[src/ffa_pkg.sv]
// Shared types, constants and codes of the first-fit arena allocator.
`timescale 1ns / 1ps

package ffa_pkg;

   localparam int ARENA_WORDS = 32768;
   localparam int WORD_W      = $clog2(ARENA_WORDS);
   localparam int LIMIT_W     = WORD_W + 1;
   localparam int LARGE_W     = WORD_W + 3;
   localparam int OUT_W       = 19;
   localparam int CSR_IDX_W   = 8;
   localparam int REQ_W       = 104;
   localparam int RSP_W       = 144;

   localparam logic [CSR_IDX_W-1:0] REG_START = CSR_IDX_W'(0);
   localparam logic [CSR_IDX_W-1:0] REG_END   = CSR_IDX_W'(1);

   typedef enum logic [1:0] {
      TAG_NONE = 2'd0,
      TAG_FREE = 2'd1,
      TAG_USED = 2'd2
   } tag_type;

   typedef struct packed {
      tag_type             tag;
      logic [WORD_W-1:0]   size;
   } entry_type;

   typedef enum logic [1:0] {
      OP_ALLOC  = 2'd0,
      OP_FREE   = 2'd1,
      OP_RESIZE = 2'd2,
      OP_ZALLOC = 2'd3
   } opcode_type;

   typedef enum logic [4:0] {
      DP_NOP, DP_LATCH, DP_LAYOUT, DP_CLEAR, DP_HEAD, DP_MUL, DP_FAIL,
      DP_A_PREP, DP_A_RD, DP_A_CHK, DP_A_SPLIT, DP_A_MARK,
      DP_P_PREP, DP_P_RD, DP_P_EVAL, DP_KEEP, DP_F_MARK,
      DP_M_RD, DP_M_CHK, DP_N_RD, DP_N_CHK, DP_N_END,
      DP_S_INIT, DP_S_RD, DP_S_CHK, DP_OUT
   } dp_op_type;

   typedef struct packed {
      dp_op_type op;
   } dp_cmd_type;

   typedef struct packed {
      logic       cfg_hit;
      logic       arena_ready;
      opcode_type op;
      logic       ptr_zero;
      logic       want_zero;
      logic       prod_ovf;
      logic       need_bad;
      logic       ptr_ok;
      logic       rd_used;
      logic       rd_free;
      logic       fit;
      logic       split;
      logic       fits;
      logic       walk_end;
      logic       nx_end;
      logic       clr_done;
   } dp_status_type;

   typedef enum logic [4:0] {
      ST_IDLE, ST_LAYOUT, ST_CLEAR, ST_HEAD, ST_DISPATCH, ST_MUL, ST_MUL_CHK,
      ST_A_PREP, ST_A_RD, ST_A_CHK, ST_A_SPLIT, ST_A_MARK,
      ST_P_PREP, ST_P_RD, ST_P_CHK, ST_P_DEC, ST_F_MARK,
      ST_M_RD, ST_M_CHK, ST_N_RD, ST_N_CHK,
      ST_S_INIT, ST_S_RD, ST_S_CHK, ST_OUT
   } ctl_state_type;

endpackage

[src/ffa_ctrl.sv]
// Controller state machine of the allocator: sequences every walk over the block headers.
`timescale 1ns / 1ps

module ffa_ctrl (
   input  logic                   clock,
   input  logic                   reset,
   input  logic                   req_tvalid,
   output logic                   req_tready,
   output logic                   rsp_tvalid,
   input  logic                   rsp_tready,
   input  ffa_pkg::dp_status_type stat,
   output ffa_pkg::dp_cmd_type    cmd
);

   ffa_pkg::ctl_state_type state_ff, state_in;
   logic rsp_valid_ff, rsp_valid_in;
   logic reloc_ff, reloc_in;

   always_ff @(posedge clock) begin
      if (reset) begin
         state_ff     <= ffa_pkg::ST_IDLE;
         rsp_valid_ff <= 1'b0;
         reloc_ff     <= 1'b0;
      end else begin
         state_ff     <= state_in;
         rsp_valid_ff <= rsp_valid_in;
         reloc_ff     <= reloc_in;
      end
   end

   always_comb begin
      state_in     = state_ff;
      reloc_in     = reloc_ff;
      rsp_valid_in = rsp_valid_ff && !rsp_tready;
      cmd.op       = ffa_pkg::DP_NOP;
      req_tready   = (state_ff == ffa_pkg::ST_IDLE) && !stat.cfg_hit;

      unique case (state_ff)
         ffa_pkg::ST_IDLE: begin
            if (req_tvalid && req_tready) begin
               cmd.op   = ffa_pkg::DP_LATCH;
               state_in = ffa_pkg::ST_DISPATCH;
            end
         end
         ffa_pkg::ST_LAYOUT: begin
            cmd.op   = ffa_pkg::DP_LAYOUT;
            state_in = ffa_pkg::ST_CLEAR;
         end
         ffa_pkg::ST_CLEAR: begin
            if (!stat.arena_ready) begin
               state_in = ffa_pkg::ST_IDLE;
            end else if (stat.clr_done) begin
               state_in = ffa_pkg::ST_HEAD;
            end else begin
               cmd.op = ffa_pkg::DP_CLEAR;
            end
         end
         ffa_pkg::ST_HEAD: begin
            cmd.op   = ffa_pkg::DP_HEAD;
            state_in = ffa_pkg::ST_IDLE;
         end
         ffa_pkg::ST_DISPATCH: begin
            reloc_in = 1'b0;
            case (stat.op)
               ffa_pkg::OP_ALLOC:  state_in = ffa_pkg::ST_A_PREP;
               ffa_pkg::OP_ZALLOC: state_in = ffa_pkg::ST_MUL;
               ffa_pkg::OP_FREE:
                  state_in = stat.ptr_zero ? ffa_pkg::ST_S_INIT : ffa_pkg::ST_P_PREP;
               default:
                  state_in = stat.ptr_zero ? ffa_pkg::ST_A_PREP : ffa_pkg::ST_P_PREP;
            endcase
         end
         ffa_pkg::ST_MUL: begin
            cmd.op   = ffa_pkg::DP_MUL;
            state_in = ffa_pkg::ST_MUL_CHK;
         end
         ffa_pkg::ST_MUL_CHK: begin
            if (stat.prod_ovf) begin
               cmd.op   = ffa_pkg::DP_FAIL;
               state_in = ffa_pkg::ST_S_INIT;
            end else begin
               state_in = ffa_pkg::ST_A_PREP;
            end
         end
         ffa_pkg::ST_A_PREP: begin
            cmd.op   = ffa_pkg::DP_A_PREP;
            state_in = ffa_pkg::ST_A_RD;
         end
         ffa_pkg::ST_A_RD: begin
            if (!stat.arena_ready || stat.need_bad || stat.walk_end) begin
               cmd.op   = ffa_pkg::DP_FAIL;
               state_in = ffa_pkg::ST_S_INIT;
            end else begin
               cmd.op   = ffa_pkg::DP_A_RD;
               state_in = ffa_pkg::ST_A_CHK;
            end
         end
         ffa_pkg::ST_A_CHK: begin
            cmd.op = ffa_pkg::DP_A_CHK;
            if (stat.fit) begin
               state_in = stat.split ? ffa_pkg::ST_A_SPLIT : ffa_pkg::ST_A_MARK;
            end else begin
               state_in = ffa_pkg::ST_A_RD;
            end
         end
         ffa_pkg::ST_A_SPLIT: begin
            cmd.op   = ffa_pkg::DP_A_SPLIT;
            state_in = ffa_pkg::ST_A_MARK;
         end
         ffa_pkg::ST_A_MARK: begin
            cmd.op   = ffa_pkg::DP_A_MARK;
            state_in = reloc_ff ? ffa_pkg::ST_F_MARK : ffa_pkg::ST_S_INIT;
         end
         ffa_pkg::ST_P_PREP: begin
            cmd.op   = ffa_pkg::DP_P_PREP;
            state_in = ffa_pkg::ST_P_RD;
         end
         ffa_pkg::ST_P_RD: begin
            if (!stat.ptr_ok) begin
               state_in = ffa_pkg::ST_S_INIT;
            end else begin
               cmd.op   = ffa_pkg::DP_P_RD;
               state_in = ffa_pkg::ST_P_CHK;
            end
         end
         ffa_pkg::ST_P_CHK: begin
            if (!stat.rd_used) begin
               state_in = ffa_pkg::ST_S_INIT;
            end else begin
               cmd.op = ffa_pkg::DP_P_EVAL;
               if ((stat.op == ffa_pkg::OP_FREE) || stat.want_zero) begin
                  state_in = ffa_pkg::ST_F_MARK;
               end else begin
                  state_in = ffa_pkg::ST_P_DEC;
               end
            end
         end
         ffa_pkg::ST_P_DEC: begin
            if (stat.fits) begin
               cmd.op   = ffa_pkg::DP_KEEP;
               state_in = ffa_pkg::ST_S_INIT;
            end else begin
               // Relocation: allocate first, release the old block only on success.
               reloc_in = 1'b1;
               state_in = ffa_pkg::ST_A_PREP;
            end
         end
         ffa_pkg::ST_F_MARK: begin
            cmd.op   = ffa_pkg::DP_F_MARK;
            state_in = ffa_pkg::ST_M_RD;
         end
         ffa_pkg::ST_M_RD: begin
            if (stat.walk_end) begin
               state_in = ffa_pkg::ST_S_INIT;
            end else begin
               cmd.op   = ffa_pkg::DP_M_RD;
               state_in = ffa_pkg::ST_M_CHK;
            end
         end
         ffa_pkg::ST_M_CHK: begin
            cmd.op   = ffa_pkg::DP_M_CHK;
            state_in = stat.rd_free ? ffa_pkg::ST_N_RD : ffa_pkg::ST_M_RD;
         end
         ffa_pkg::ST_N_RD: begin
            if (stat.nx_end) begin
               cmd.op   = ffa_pkg::DP_N_END;
               state_in = ffa_pkg::ST_M_RD;
            end else begin
               cmd.op   = ffa_pkg::DP_N_RD;
               state_in = ffa_pkg::ST_N_CHK;
            end
         end
         ffa_pkg::ST_N_CHK: begin
            cmd.op   = ffa_pkg::DP_N_CHK;
            state_in = stat.rd_free ? ffa_pkg::ST_N_RD : ffa_pkg::ST_M_RD;
         end
         ffa_pkg::ST_S_INIT: begin
            cmd.op   = ffa_pkg::DP_S_INIT;
            state_in = ffa_pkg::ST_S_RD;
         end
         ffa_pkg::ST_S_RD: begin
            if (!stat.arena_ready || stat.walk_end) begin
               state_in = ffa_pkg::ST_OUT;
            end else begin
               cmd.op   = ffa_pkg::DP_S_RD;
               state_in = ffa_pkg::ST_S_CHK;
            end
         end
         ffa_pkg::ST_S_CHK: begin
            cmd.op   = ffa_pkg::DP_S_CHK;
            state_in = ffa_pkg::ST_S_RD;
         end
         ffa_pkg::ST_OUT: begin
            if (!rsp_valid_ff || rsp_tready) begin
               cmd.op       = ffa_pkg::DP_OUT;
               rsp_valid_in = 1'b1;
               state_in     = ffa_pkg::ST_IDLE;
            end
         end
         default: begin
            state_in = ffa_pkg::ST_IDLE;
         end
      endcase

      // A register write relays the arena out again from scratch.
      if (stat.cfg_hit) begin
         cmd.op   = ffa_pkg::DP_NOP;
         reloc_in = 1'b0;
         state_in = ffa_pkg::ST_LAYOUT;
      end
   end

   assign rsp_tvalid = rsp_valid_ff;

endmodule

[config.mk]
export PLATFORM = sky130hd
export DESIGN_NAME = ffa_ctrl
export DESIGN_NICKNAME = d
export VERILOG_FILES = /design/src/ffa_pkg.sv /design/src/ffa_ctrl.sv
export SDC_FILE = /design/constraint.sdc
export NUM_CORES = 1
export LEC_CHECK = 0
export BUFFER_PORTS_ARGS = -buffer_cell sky130_fd_sc_hd__buf_2
export CORE_UTILIZATION = 35
export CTS_BUF_LIST = sky130_fd_sc_hd__clkbuf_8 sky130_fd_sc_hd__clkbuf_16
export DETAILED_ROUTE_END_ITERATION = 10
export RECOVER_POWER = 25
export SYNTH_ARGS = -nofsm -noshare
export SYNTH_HDL_FRONTEND = slang
export SYNTH_SLANG_ARGS = --single-unit
[constraint.sdc]
create_clock -name clock -period 1.9 [get_ports clock]
set_input_delay 0.19 -clock clock [delete_from_list [all_inputs] [get_ports clock]]
set_output_delay 0.19 -clock clock [all_outputs]
set_load 0.1 [all_outputs]
==> results of run 1 <==
==> cell type report <==
type | instances | area (um^2)
inverter | 5 | 22.5
fill | 227 | 966
clock buffer | 3 | 41.3
tap | 44 | 55.1
sequential | 7 | 158
clock inverter | 1 | 5.00
timing repair buffer | 74 | 672
multi-input combinational | 148 | 1210
==> sequential cells by signal (all words and copies together), names as in the netlist <==
name	flops
reloc_ff	1
rsp_tvalid	1
state_ff	5
==> cells in the final DEF, fill, tap and decap left out, drive strengths merged, types with 2 or more instances in the layout <==
cell     count
a2bb2oi      2
and3         3
clkbuf       6
o21ai       12
nand3        9
buf         71
nor2b        8
a221oi       2
nand4        3
o22ai        2
o41a         2
nand2       13
a31oi        4
nor3         3
nor4         2
o211ai       2
nand2b       6
a22o         2
dfxtp        7
a2111oi      2
inv          4
a21boi       2
nor3b        5
o31ai        2
and2         4
a21oi       15
a32o         2
nor2        20
a211oi       2
a41oi        2
==> how the worst min path moves through the flow <==
stage | endpoint | cells past startpoint | from
after floorplan | rsp_tvalid | 1 | reset
after global placement | rsp_tvalid | 2 | reset
after detailed placement | state_ff[0] | 2 | reset
after CTS | state_ff[0] | 2 | reset
after global routing | state_ff[0] | 2 | reset
final | state_ff[0] | 2 | reset
==> report_power, final <==
part / total, mW / leakage, nW / switching, mW / internal (mW)
logic: 0.435 / 0.727 / 0.238 / 0.197
registers: 0.164 / 0.0608 / 0.0133 / 0.151
clock network: 0.210 / 0.0255 / 0.0679 / 0.142
==> layer usage <==
layer	GRT usage, %	vias to the layer above
met1	33.5	802
met2	40.2	113
met5	0	-
met3	4.76	20
met4	9.30	0
li1	-	789
==> critical path, cell delays in order, from the launching register on <==
cell and delay, ns:
dfxtp_4 0.38, buf_12 0.13, clkinvlp_4 0.15, a21oi_2 0.17, o32ai_2 0.09, a22oi_2 0.36
a21oi_4 0.10, buf_12 0.18
==> through the flow <==
stage	util, %	TNS, ns	worst slack, ns	total power, mW	std cells
3_5_place_dp	55.7	-0.0389	-0.0310	0.512	263
6_report	69.1	-0.230	-0.0802	0.809	282
3_3_place_gp	55.7	-0.0410	-0.0319	0.513	263
4_1_cts	61.0	-0.226	-0.0727	0.747	269
5_1_grt	69.1	-0.458	-0.151	0.845	282
2_1_floorplan	-	-0.0966	-0.0490	0.400	175
==> timing repair <==
item                       4_1_cts  5_1_grt
setup endpoints to repair        5        5
gates resized for setup         27       35
pin swaps                        7       20
gates cloned                     0        2
buffers inserted                 3       13
hold endpoints to repair         0        0
==> logic make-up after synthesis <==
| logic type | Yosys count |
|---|---|
| compound gates | 65 |
| xor+xnor | 1 |
| buf+inv | 20 |
| flops | 7 |
| simple gates | 82 |
==> flow_summary.toml, run 1 <==
[clock_network]
cts_tree = "done"
clk_latency_ns = 0.23
cts_made_buffers = 3
clkSinkCount = 7
root_buffer = "clkbuf_8"
path_clk_slew_ns = 0.04
ctsHoldBuffers = 0
clk_path_buf_depth = 2
htree_levels = 1

[power_and_ir_drop]
power_density_nw_per_um2 = 374
worst_ir_drop_vdd_uv = 241
power.leakage_nw = 0.813

[global_routing]
antenna_found_initial = 0
grt-ovfl-total = 0
grt_max_degree = 31
grt_pass1_vias = 1449
grt_first_pass_wirelength_um = 6740
gr-usage-all-layers_pct = 25.2

[yosys]
synth-adder-area-share_pct = 0
synth_async_sr_flop_share_pct = 0
synth_top_cells_by_count = "19 x nor2_1, 15 x a21oi_1, 13 x nand2_1"
postSynthNetCount = 196
avgSynthCellArea_um2 = 6.74
ys_ff_latch = 7
synthXorXnorAreaFrac_pct = 0.742
synth.area.mux_share_pct = 0
yosysTopAreaCellShare_pct = 11.9
synth_simple_gate_area_share_pct = 37.8
netlist_area_um2 = 1180
ys_top_cells_by_area = "dfxtp_1 12%, a21oi_1 6.4%, nor2_1 6.0%, o21ai_0 4.7%, nand2_1 4.1%"
synth_edf_count = 0
yosys.area.top_type = "dfxtp_1"
yosysSeqAreaShare_pct = 11.9
synth_most_common_cell = "nor2_1"
netlist_instances = 175
synth-compound-area-share_pct = 39.3
synth_warnings = 0
yosys_most_used_dff = "dfxtp_1"
synth_top_family_by_area = "compound AO/OA/AOI/OAI gates"
yosysUniqueCellTypes = 55

[detailed_routing]
drt_pass1_iterations = 4
wirelength_um = 4990
top_layer = "met4"
via_count = 1724
routedWlPerCell_um = 17.7
wl_met3_um = 395
detail-route-antenna-nets = 0
wl_met1_um = 2040
drt-initial-drc-count = 84
drt-vias-per-instance = 6.11
drcViolationCount = 0
wl_met2_um = 2350

[critical_path]
crit_required_ns = 1.71
timing.rr.start = "state_ff[2]"
cp_max_fo = 7
critPathCapture = "cmd[1]"
r2r_slack_ns = 0.07
ff2ff_path_depth = 7
regToRegEndpoint = "state_ff[0]"
end_kind = "output port"
critical_path_class = "flop to output port"
crit_arrival_ns = 1.79
startpoint = "state_ff[1]"
startpoint_type = "flop"

[floorplanning]
row_count = 20
chipHeight_um = 60.1
core_region_area_um2 = 3130
ios = 28
dieArea_um2 = 3610
dieWidth_um = 60.1
start_util_pct = 37.7

[timing]
setup_viol = 3
fin_skew_ns = 0.00174
fin_ws_ns = -0.0802
fmax_mhz = 505
slew_headroom_pct = 22.5
fin_crit_ns = 1.98
hold_viol = 0
timing.hold.ws_ns = 0.153
worstMarginPinSlew_ns = 1.17
min_period_over_period_pct = 104
rsz0062_at_grt = "yes"
maxSlewViolCount = 0

[final_layout]
finalNetCount = 260
drive_above_1_share_pct = 57.6
diodes = 0
area_delta_synth_final_pct = 83.2
finalInstanceArea_um2 = 2160

[outcome]
violations = "setup timing"
outcome = "finished, violations left"

[placement]
place_area_um2 = 1740
gp_congestion = 0.915
dp_hpwl_um = 3420
portBuffers = 27

[job]
drv_cap = 0

[hold_path]
hp-class = "primary input to flop"
No activity file was read; power rests on OpenSTA's default activity.
==> run 2, diff against run 1 <==
--- a/config.mk
+++ b/config.mk
@@ -6,6 +6,7 @@
 export NUM_CORES = 1
 export LEC_CHECK = 0
 export BUFFER_PORTS_ARGS = -buffer_cell sky130_fd_sc_hd__buf_2
+export CORE_MARGIN = 2
 export CORE_UTILIZATION = 35
 export CTS_BUF_LIST = sky130_fd_sc_hd__clkbuf_8 sky130_fd_sc_hd__clkbuf_16
 export DETAILED_ROUTE_END_ITERATION = 10
==> constraint.sdc (replaced) <==
create_clock -name clock -period 1.9 [get_ports clock]
set_input_delay 0.095 -clock clock [delete_from_list [all_inputs] [get_ports clock]]
set_output_delay 0.095 -clock clock [all_outputs]
set_load 0.1 [all_outputs]
==> run 2 against run 1 <==
Die area up 6.8%. Sequential cell count did not move. The flow now finishes without violations. Design area shrank 10%. Clock power about the same. Sequential power down 2%. Clock skew up 0.0011 ns. Non-clock buffer count shrank 18. Largest power group unchanged. Global-route usage up 1.8 points. Critical path type unchanged. First-iteration DRC count up 27%. Count of clock-buffer cells in the layout stayed put. Hold slack worse by 0.10 ns.
==> flow_summary.toml, run 2 (synthesis gave the netlist of run 1 again) <==
[clock_network]
ctsHoldBuffers = 0
cts_made_buffers = 3
clk_latency_ns = 0.23
path_clk_slew_ns = 0.04
root_buffer = "clkbuf_8"
clk_path_buf_depth = 2
cts_tree = "done"
clkSinkCount = 7
htree_levels = 1

[placement]
place_area_um2 = 1620
pre_cts_slack_ns = -0.0242
portBuffers = 27
dp_hpwl_um = 3390
gp_congestion = 0.937

[detailed_routing]
drt_pass1_iterations = 4
routedWlPerCell_um = 18.0
drcViolationCount = 0
via_count = 1614
drt-vias-per-instance = 6.07
detail-route-antenna-nets = 0
drt-initial-drc-count = 107
wirelength_um = 4790

[global_routing]
gr-usage-all-layers_pct = 27.0
grt_max_degree = 31
grt_first_pass_wirelength_um = 7560
grt-ovfl-total = 0
grt_pass1_vias = 1593
antenna_found_initial = 0

[floorplanning]
ios = 28
start_util_pct = 35.9
dieWidth_um = 62.1
dieArea_um2 = 3850
chipHeight_um = 62.1
row_count = 21
core_region_area_um2 = 3280

[critical_path]
crit_chain = "buf_12 -> nor3_4 -> and3_4 -> and2_1 -> a2111oi_4 -> nor2_4 -> buf_12"
slowest_stage = "dfxtp_2"
startpoint_type = "flop"
cpMostUsedCell = "buf_12"
critical_path_class = "flop to output port"
end_kind = "output port"
r2r_slack_ns = 0.14
crit_required_ns = 1.80
slowest_delay_ns = 0.37
cp_max_fo = 14
crit_arrival_ns = 1.80

[power_and_ir_drop]
worst_ir_drop_vdd_uv = 347
report.power.total_mw = 0.768
power.leakage_nw = 0.696
power_density_nw_per_um2 = 396

[timing]
maxSlewViolCount = 0
min_period_over_period_pct = 100
fmax_mhz = 526
hold_viol = 0
setup_viol = 0
fin_ws_ns = 0.000304
fin_setup_tns_ns = 0
fin_crit_ns = 1.90
rsz0062_at_grt = "yes"
worstMarginPinSlew_ns = 1.16
fin_skew_ns = 0.00288
slew_headroom_pct = 22.8

[final_layout]
fill_cells = 281
finalInstanceArea_um2 = 1940
regArea_um2 = 153
top_register = "state_ff"
multi_input_area_um2 = 1160
finalNetCount = 242
layout_commonest_cell = "buf_4"
area_delta_synth_final_pct = 64.3
drive_above_1_share_pct = 46.8
largest_reg_flops = 5
diodes = 0
final_cell_mix = "22 x buf_4, 21 x buf_2, 14 x nor2_1, 13 x nand2_1"

[job]
drv_cap = 0

[hold_path]
hp-class = "primary input to flop"

[outcome]
outcome = "completed"
[run 2: changes by cell type in the layout (fill, tap and decap cells not counted), sizes merged]
| cell | previous run | this run |
|---|---|---|
| buf | 71 | 54 |
| bufbuf | 0 | 1 |
| clkinv | 1 | 0 |
| clkinvlp | 1 | 2 |
| clkbuf | 6 | 4 |
[run 2: cell type report]
| cell class | count | share of cell area (%) |
|---|---|---|
| Sequential cell | 7 | 7.88 |
| Clock inverter | 1 | 0.194 |
| Tap cell | 46 | 2.97 |
| Clock buffer | 3 | 2.13 |
| Multi-Input combinational cell | 148 | 59.7 |
| Timing Repair Buffer | 56 | 25.8 |
| Inverter | 5 | 1.36 |
[run 2: through the flow]
stage	hold WS [ns]	utilization, %	cells
after floorplan	0.157	-	175
after global placement	0.298	49.4	252
after detailed placement	0.300	49.4	252
after CTS	0.0513	55.9	264
after global routing	0.0610	59.0	266
final	0.0530	59.0	266
[run 2: power breakdown]
| group | total (mW) | switching (mW) | internal, mW |
|---|---|---|---|
| Clock | 0.212 | 0.0715 | 0.140 |
| Sequential | 0.160 | 0.00803 | 0.152 |
| Combinational | 0.396 | 0.228 | 0.169 |
[run 2: path summary, 6_finish.rpt]
path | from | to | cells past startpoint
setup / recovery | state_ff[0] | cmd[0] | 7
setup reg to reg | state_ff[0] | state_ff[0] | 8
hold / removal | reset | state_ff[0] | 2
hold reg to reg | reloc_ff | reloc_ff | 2
[run 2: critical path: cells and delay by family (launching register included)]
family | cells | cell delay, ns
simple gates | 4 | 0.49
flops | 1 | 0.37
compound gates | 1 | 0.37
buf+inv | 2 | 0.33
[run 2: repair_timing]
action,in CTS,in global routing
cloned,1,0
buffers inserted,7,2
gates resized for setup,22,19
hold endpoints to repair,0,0
pin swaps,7,5
setup endpoints to repair,4,5
[run 2: per-layer routing]
layer,GRT usage [%],share of wire (%)
met2,43.8,49
met3,5.59,8.0
met1,34.5,41
met5,0,0
met4,11.6,2.2
